--- config.mk ---
export PLATFORM = sky130hd
export DESIGN_NAME = tftp_style_packet_deframer_top
export DESIGN_NICKNAME = d
export VERILOG_FILES = /design/src/rtl/core/tftpdf_pkg.sv /design/src/rtl/core/tftp_style_packet_deframer_top.sv
export SDC_FILE = /design/constraint.sdc
export NUM_CORES = 1
export LEC_CHECK = 0
export BUFFER_PORTS_ARGS = -buffer_cell sky130_fd_sc_hd__buf_2
export CAP_MARGIN = 15
export CORE_MARGIN = 2
export CORE_UTILIZATION = 51
export CTS_BUF_LIST = sky130_fd_sc_hd__clkbuf_8
export CTS_CLUSTER_SIZE = 12
export DETAILED_ROUTE_END_ITERATION = 10
export PLACE_DENSITY = 0.82
export SYNTH_ARGS = -nofsm -noshare
export SYNTH_HDL_FRONTEND = slang
export SYNTH_SLANG_ARGS = --single-unit
--- constraint.sdc ---
create_clock -name clk -period 15.5 [get_ports clk]
set_input_delay 1.55 -clock clk [delete_from_list [all_inputs] [get_ports clk]]
set_output_delay 1.55 -clock clk [all_outputs]
set_load 0.1 [all_outputs]
--- src/rtl/core/tftpdf_pkg.sv ---
// ----------------------------------------------------------------------------
// tftpdf_pkg
// Opcodes, result kinds and header sizes for the packet deframer.
// ----------------------------------------------------------------------------
package tftpdf_pkg;

	localparam logic [15:0] OP_DATA  = 16'd3;
	localparam logic [15:0] OP_ACK   = 16'd4;
	localparam logic [15:0] OP_ERROR = 16'd5;
	localparam logic [15:0] OP_BCAST = 16'd9;

	// byte position of the header fields, counted from one
	localparam logic [16:0] POS_OP_LO   = 17'd2;
	localparam logic [16:0] POS_F1_HI   = 17'd3;
	localparam logic [16:0] POS_F1_LO   = 17'd4;
	localparam logic [16:0] POS_BLK_HI  = 17'd5;
	localparam logic [16:0] DATA_HDR_LEN = 17'd6;

	typedef enum logic [2:0] {
		KIND_DATA    = 3'd0,
		KIND_ACK     = 3'd1,
		KIND_ERROR   = 3'd2,
		KIND_BCAST   = 3'd3,
		KIND_UNKNOWN = 3'd4
	} kind_t;

endpackage

--- src/rtl/core/tftp_style_packet_deframer_top.sv ---
// ----------------------------------------------------------------------------
// tftp_style_packet_deframer_top
// Byte-wide deframer for big-endian TFTP-style packets (DATA, ACK, ERROR,
// BCAST), one result item per body byte or packet end.
// ----------------------------------------------------------------------------
// Usage:
//  - Input channel (in_valid/in_ready, rx_byte): one received byte per item.
//  - Output channel (out_valid/out_ready): one result item carrying the
//    packet kind, the captured header fields, an optional body byte and a
//    last_of_packet mark. Header bytes give no result; an ACK, an empty
//    DATA packet, a string terminator or an unknown opcode gives one result
//    with last_of_packet set.
//  - Throughput: one byte per cycle unless a result waits on out_ready, set
//    by the single decode stage between the input and result registers.
//  - Path: an accepted byte is held in the input register, and its result
//    is then registered in the result register that drives out_valid.
//  - Stall: while a result waits on out_ready the pipeline holds; one more
//    byte is taken into the input register, then in_ready drops.
//  - Reset: arst_n clears the byte counter and all captured fields, so the
//    next byte is taken as the high opcode byte of a new packet.
// ----------------------------------------------------------------------------
module tftp_style_packet_deframer_top (
	input  logic        clk,
	input  logic        arst_n,
	input  logic        in_valid,
	output logic        in_ready,
	input  logic [7:0]  rx_byte,
	output logic        out_valid,
	input  logic        out_ready,
	output logic [2:0]  packet_kind,
	output logic [15:0] block_number,
	output logic [15:0] data_size,
	output logic [15:0] error_code,
	output logic [7:0]  bcast_flag,
	output logic [7:0]  body_byte,
	output logic        body_valid,
	output logic        last_of_packet
);

	// input register
	logic       valid_s1;
	logic [7:0] byte_s1;

	// deframer state
	logic [16:0] count_q;
	logic [15:0] opcode_q;
	logic [15:0] length_q;
	logic [15:0] block_q;
	logic [15:0] ecode_q;
	logic [7:0]  flag_q;

	logic [16:0] count_n;
	logic [15:0] opcode_n;
	logic [15:0] length_n;
	logic [15:0] block_n;
	logic [15:0] ecode_n;
	logic [7:0]  flag_n;

	// result of the decode stage
	logic                emit;
	tftpdf_pkg::kind_t   kind_c;
	logic [15:0]         blk_c;
	logic [15:0]         size_c;
	logic [15:0]         ecode_c;
	logic [7:0]          flag_c;
	logic [7:0]          body_c;
	logic                bvalid_c;
	logic                last_c;

	logic        advance;
	logic [16:0] cnt;
	logic [15:0] op_full;
	logic        clear;

	tftpdf_pkg::kind_t kind_q;

	// the stage moves whenever the result register is free or being drained
	assign advance  = !out_valid || out_ready;
	assign in_ready = !valid_s1 || advance;

	assign cnt     = count_q + 17'd1;
	assign op_full = opcode_q | {8'h00, byte_s1};

	always_comb begin
		count_n  = cnt;
		opcode_n = opcode_q;
		length_n = length_q;
		block_n  = block_q;
		ecode_n  = ecode_q;
		flag_n   = flag_q;
		clear    = 1'b0;
		emit     = 1'b0;
		kind_c   = tftpdf_pkg::KIND_UNKNOWN;
		blk_c    = '0;
		size_c   = '0;
		ecode_c  = '0;
		flag_c   = '0;
		body_c   = '0;
		bvalid_c = 1'b0;
		last_c   = 1'b0;

		priority if (cnt <= 17'd1) begin
			// first byte of a packet, also where the counter wraps
			count_n  = 17'd1;
			opcode_n = {byte_s1, 8'h00};
		end else if (cnt == tftpdf_pkg::POS_OP_LO) begin
			opcode_n = op_full;
			if (op_full != tftpdf_pkg::OP_DATA && op_full != tftpdf_pkg::OP_ACK &&
			    op_full != tftpdf_pkg::OP_ERROR && op_full != tftpdf_pkg::OP_BCAST) begin
				emit   = 1'b1;
				kind_c = tftpdf_pkg::KIND_UNKNOWN;
				last_c = 1'b1;
				clear  = 1'b1;
			end
		end else if (opcode_q == tftpdf_pkg::OP_DATA) begin
			kind_c = tftpdf_pkg::KIND_DATA;
			priority if (cnt == tftpdf_pkg::POS_F1_HI) begin
				length_n = {byte_s1, 8'h00};
			end else if (cnt == tftpdf_pkg::POS_F1_LO) begin
				length_n = length_q | {8'h00, byte_s1};
			end else if (cnt == tftpdf_pkg::POS_BLK_HI) begin
				block_n = {byte_s1, 8'h00};
			end else if (cnt == tftpdf_pkg::DATA_HDR_LEN) begin
				block_n = block_q | {8'h00, byte_s1};
				if (length_q == 16'd0) begin
					emit   = 1'b1;
					blk_c  = block_q | {8'h00, byte_s1};
					last_c = 1'b1;
					clear  = 1'b1;
				end
			end else begin
				emit     = 1'b1;
				blk_c    = block_q;
				size_c   = length_q;
				body_c   = byte_s1;
				bvalid_c = 1'b1;
				last_c   = (cnt == ({1'b0, length_q} + tftpdf_pkg::DATA_HDR_LEN));
				clear    = last_c;
			end
		end else if (opcode_q == tftpdf_pkg::OP_ACK) begin
			kind_c = tftpdf_pkg::KIND_ACK;
			if (cnt == tftpdf_pkg::POS_F1_HI) begin
				block_n = {byte_s1, 8'h00};
			end else begin
				emit   = 1'b1;
				blk_c  = block_q | {8'h00, byte_s1};
				last_c = 1'b1;
				clear  = 1'b1;
			end
		end else if (opcode_q == tftpdf_pkg::OP_ERROR) begin
			kind_c = tftpdf_pkg::KIND_ERROR;
			priority if (cnt == tftpdf_pkg::POS_F1_HI) begin
				ecode_n = {byte_s1, 8'h00};
			end else if (cnt == tftpdf_pkg::POS_F1_LO) begin
				ecode_n = ecode_q | {8'h00, byte_s1};
			end else begin
				emit     = 1'b1;
				ecode_c  = ecode_q;
				body_c   = byte_s1;
				bvalid_c = (byte_s1 != 8'h00);
				last_c   = (byte_s1 == 8'h00);
				clear    = last_c;
			end
		end else begin
			// any other opcode that got past the check is broadcast
			kind_c = tftpdf_pkg::KIND_BCAST;
			if (cnt == tftpdf_pkg::POS_F1_HI) begin
				flag_n = byte_s1;
			end else begin
				emit     = 1'b1;
				flag_c   = flag_q;
				body_c   = byte_s1;
				bvalid_c = (byte_s1 != 8'h00);
				last_c   = (byte_s1 == 8'h00);
				clear    = last_c;
			end
		end

		if (clear) begin
			count_n  = '0;
			opcode_n = '0;
			length_n = '0;
			block_n  = '0;
			ecode_n  = '0;
			flag_n   = '0;
		end
	end

	// input register
	always_ff @(posedge clk or negedge arst_n) begin
		if (!arst_n) begin
			valid_s1 <= 1'b0;
		end else if (in_ready) begin
			valid_s1 <= in_valid;
		end
	end

	always_ff @(posedge clk) begin
		if (in_ready && in_valid) begin
			byte_s1 <= rx_byte;
		end
	end

	// deframer state
	always_ff @(posedge clk or negedge arst_n) begin
		if (!arst_n) begin
			count_q  <= '0;
			opcode_q <= '0;
			length_q <= '0;
			block_q  <= '0;
			ecode_q  <= '0;
			flag_q   <= '0;
		end else if (advance && valid_s1) begin
			count_q  <= count_n;
			opcode_q <= opcode_n;
			length_q <= length_n;
			block_q  <= block_n;
			ecode_q  <= ecode_n;
			flag_q   <= flag_n;
		end
	end

	// result register
	always_ff @(posedge clk or negedge arst_n) begin
		if (!arst_n) begin
			out_valid <= 1'b0;
		end else if (advance) begin
			out_valid <= valid_s1 && emit;
		end
	end

	always_ff @(posedge clk) begin
		if (advance && valid_s1 && emit) begin
			kind_q         <= kind_c;
			block_number   <= blk_c;
			data_size      <= size_c;
			error_code     <= ecode_c;
			bcast_flag     <= flag_c;
			body_byte      <= bvalid_c ? body_c : 8'h00;
			body_valid     <= bvalid_c;
			last_of_packet <= last_c;
		end
	end

	assign packet_kind = kind_q;

endmodule
==> impl_metrics.csv <==
group,metric,value,unit
run_status,outcome,"finished, final reports clean",
routing,wl_per_cell,17.8,um
clock_tree,ctsHoldBuffers,0,
setup_path,crit_chain,"ha_1, nand3_1, nor4_2, mux2i_1, nand2_1, or3_1, o22a_2, a21boi_2, o21ai_2, a22o_1",
timing,fmax,222,MHz
setup_path,cp_max_fo,20,
power,seqPwrFrac,44.9,%
setup_path,cp_top_family,"compound AO/OA/AOI/OAI gates",
yosys,synth_edf_count,77,
power,power_density,133,nW/um2
routing,drt-initial-drc-count,603,
setup_path,path_buf_inv,0,
cells_and_area,fin_cells,1006,
setup_path,worstSetupEndpointType,"flop",
clock_tree,tritoncts,"built",
power,intPower,0.753,mW
routing,firstDrtPassIters,6,
cells_and_area,regArea,4590,um2
timing,rsz0062_at_grt,"no",
job,cap_viol_max_count,0,
timing,setup_viol,0,
setup_path,cp-start-kind,"flop",
cells_and_area,nets,795,
yosys,yosysWarnings,0,
global_routing,grt_pass1_vias,5496,
timing,hold_viol,0,
global_routing,grt_first_pass_wirelength,28200,um
die,rows,46,
hold_path,holdPathEnd,"block_q[1]$_DFFE_PN0P_",
timing,tns,0,ps
power,p_clk_share,26.6,%
timing,worst_pin_slew,1030,ps
timing,timing.final.crit_share,29.1,%
global_routing,grt.overflow.total,0,
power,p_comb_share,28.5,%
clock_tree,clk-insertion-delay-late,480,ps
yosys,synth_top_flop_cell,"dfrtp_1",
routing,vias_per_cell,5.84,
routing,num_vias,5879,
setup_path,cp.required,15850,ps
clock_tree,root_buffer,"clkbuf_8",
cells_and_area,multi_input_comb_area,3330,um2
setup_path,cpPeakStageDelay,830,ps
clock_tree,postCtsResizedCells,0,
routing,routed_wl,17900,um
yosys,synth_cells,713,
yosys,syn_area_per_cell,11.5,um2
cells_and_area,final_common_cell,"dfrtp_1",
placement,gp_congestion,0.939,
setup_path,arrival,4860,ps
hold_path,min_from,"block_q[1]$_DFFE_PN0P_",
die,io_pins,83,
setup_path,rr_startpoint,"count_q[0]$_DFFE_PN0P_",
yosys,syn_area,8190,um2
yosys,synth_fp_nets,731,
routing,ant_nets,0,
clock_tree,h-tree-depth,4,
power,peakVddDrop,0.0722,mV
setup_path,rr_endpoint,"opcode_q[15]$_DFFE_PN0P_",
placement,io_buffers,82,
hold_path,hold_path_class,"reg -> reg",
global_routing,antenna_found_initial,0,
clock_tree,cts.sinks,168,
setup_path,slowest_stage,"a21boi_2",
global_routing,track_usage,21.7,%
yosys,yosysSeqAreaShare,56.1,%
clock_tree,cts_buffers,17,
die,initial_core_util,51.9,%
cells_and_area,drive_above_1_share,19.1,%
clock_tree,cts.path.max_buffers,2,
die,dieArea,17100,um2
power,p_leak,3.81,nW
cells_and_area,fillerInstances,1325,
power,switching_power,0.469,mW
timing,relSlewSlack,31.0,%
setup_path,rrSetupSlack,10990,ps
timing,final_max_slew_viol_count,0,
yosys,async_reset_ff_share,54.2,%
cells_and_area,final_cell_mix,"dfrtp_1, buf_2, edfxtp_1, and2_1, a22o_1",
routing,drc,0,
global_routing,grt_start_max_net_pins,71,
clock_tree,clkSlewWorstSetupHoldPaths,90,ps
hold_path,worstHoldPathCells,2,
yosys,ys_types,74,
die,die_h,131,um
power,swShare,38.4,%
timing,min_period,4510,ps
setup_path,reg2reg_depth,10,
clock_tree,cts_setup_buffers,0,
yosys,synth_seq_cells,168,
timing,skew,20.7,ps
placement,dp.cells,974,
cells_and_area,antenna_cells,0,
cells_and_area,syn_to_final_growth,11.8,%
setup_path,crit_type,"reg -> reg",
die,core,15800,um2
placement,hpwlAfterDp,12100,um
die,die_width,131,um
cells by family (layout without fill, tap and decap cells):
family / count (synthesis) / in the layout / synth area share, %
simple gates: 256 / 256 / 18.1
compound gates: 171 / 171 / 15.9
flops: 168 / 168 / 56.1
buf+inv: 66 / 143 / 3.42
xor+xnor: 43 / 43 / 5.20
fa+ha+maj: 6 / 6 / 0.917
mux: 3 / 3 / 0.382
state kept, by name (all words and copies together), names as in the netlist:
| register | flops |
|---|---|
| packet_kind | 3 |
| last_of_packet | 1 |
| block_number | 16 |
| block_q | 16 |
| error_code | 16 |
| out_valid | 1 |
| valid_s1 | 1 |
| opcode_q | 16 |
| bcast_flag | 8 |
| data_size | 16 |
| body_valid | 1 |
| body_byte | 8 |
| byte_s1 | 8 |
| count_q | 17 |
| flag_q | 8 |
| length_q | 16 |
| ecode_q | 16 |
worst min-delay path: stages (launching register included):
cell and delay (ps):
dfrtp_1 360, a21oi_1 40, nor2_1 70
through the flow:
stage / setup slack, ps / instance area, um2 / utilization, % / hold slack [ps] / power (mW)
floorplan: 9320 / 8190 / - / 463 / 0.842
global placement: 11230 / 8740 / 55.4 / 477 / 0.898
detailed placement: 11080 / 8750 / 55.5 / 485 / 0.903
CTS: 11050 / 9160 / 58.1 / 506 / 1.22
global route: 10590 / 9160 / 58.1 / 522 / 1.27
finish: 10990 / 9160 / 58.1 / 501 / 1.22
how the worst max path moves through the flow:
| stage | from | endpoint | slack, ps | cells past startpoint |
|---|---|---|---|---|
| 5_1_grt | count_q[0]$_DFFE_PN0P_ | opcode_q[14]$_DFFE_PN0P_ | 10590 | 10 |
| 6_report | count_q[0]$_DFFE_PN0P_ | opcode_q[15]$_DFFE_PN0P_ | 10990 | 10 |
| 2_1_floorplan | count_q[1]$_DFFE_PN0P_ | bcast_flag[0]$_SDFFCE_PP0P_ | 9320 | 10 |
| 3_3_place_gp | count_q[0]$_DFFE_PN0P_ | opcode_q[9]$_DFFE_PN0P_ | 11230 | 10 |
| 3_5_place_dp | count_q[0]$_DFFE_PN0P_ | opcode_q[8]$_DFFE_PN0P_ | 11080 | 10 |
| 4_1_cts | count_q[0]$_DFFE_PN0P_ | opcode_q[15]$_DFFE_PN0P_ | 11050 | 10 |
power by group through the flow:
stage,registers [mW],logic [mW],clock network (mW)
after floorplan,0.671,0.172,0
after detailed placement,0.557,0.346,0
final,0.549,0.348,0.325
after global placement,0.555,0.343,0
after CTS,0.548,0.347,0.329
after global routing,0.554,0.370,0.346
cells in the mapped netlist (all sizes together), types with 2 or more instances:
cell type / count / area [um2]
and4: 4 / 35.0
a22o: 50 / 438
o31a: 2 / 17.5
a21oi: 47 / 243
a21o: 6 / 45.0
and2: 54 / 338
o22ai: 3 / 18.8
nor4: 25 / 211
nor3: 13 / 81.3
ha: 6 / 75.1
xor2: 7 / 68.8
nor3b: 2 / 15.0
o41ai: 6 / 52.6
a21boi: 4 / 37.5
nor4b: 3 / 47.5
a31oi: 4 / 40.0
or3: 5 / 31.3
nor2b: 15 / 93.8
o2111ai: 2 / 41.3
xnor3: 3 / 67.6
nand4: 13 / 81.3
and3: 3 / 18.8
o21ai: 17 / 88.8
xnor2: 33 / 289
inv: 20 / 75.1
nand2: 39 / 154
nand3: 26 / 135
mux2i: 2 / 20.0
o31ai: 9 / 67.6
dfrtp: 91 / 2280
o2bb2ai: 9 / 78.8
edfxtp: 77 / 2310
buf: 22 / 114
or2: 3 / 18.8
nor2: 44 / 165
a2111oi: 2 / 36.3
clkbuf: 24 / 91.3
layout make-up:
| class | instances | share of cell area [%] |
|---|---|---|
| clock buffer | 17 | 2.56 |
| clock inverter | 15 | 1.91 |
| inverter | 20 | 0.820 |
| multi-input combinational | 479 | 36.4 |
| sequential | 168 | 50.1 |
| tap | 216 | 2.95 |
| timing repair buffer | 91 | 5.25 |
routing by layer:
metal	track usage [%]	vias to the layer above	share of wire, %
met3	5.29	41	6.2
met1	30.6	2851	45
met2	31.9	229	46
met4	9.76	2	2.5
li1	-	2756	-
met5	1.47	-	0.20
No activity file was read; power rests on OpenSTA's default activity.
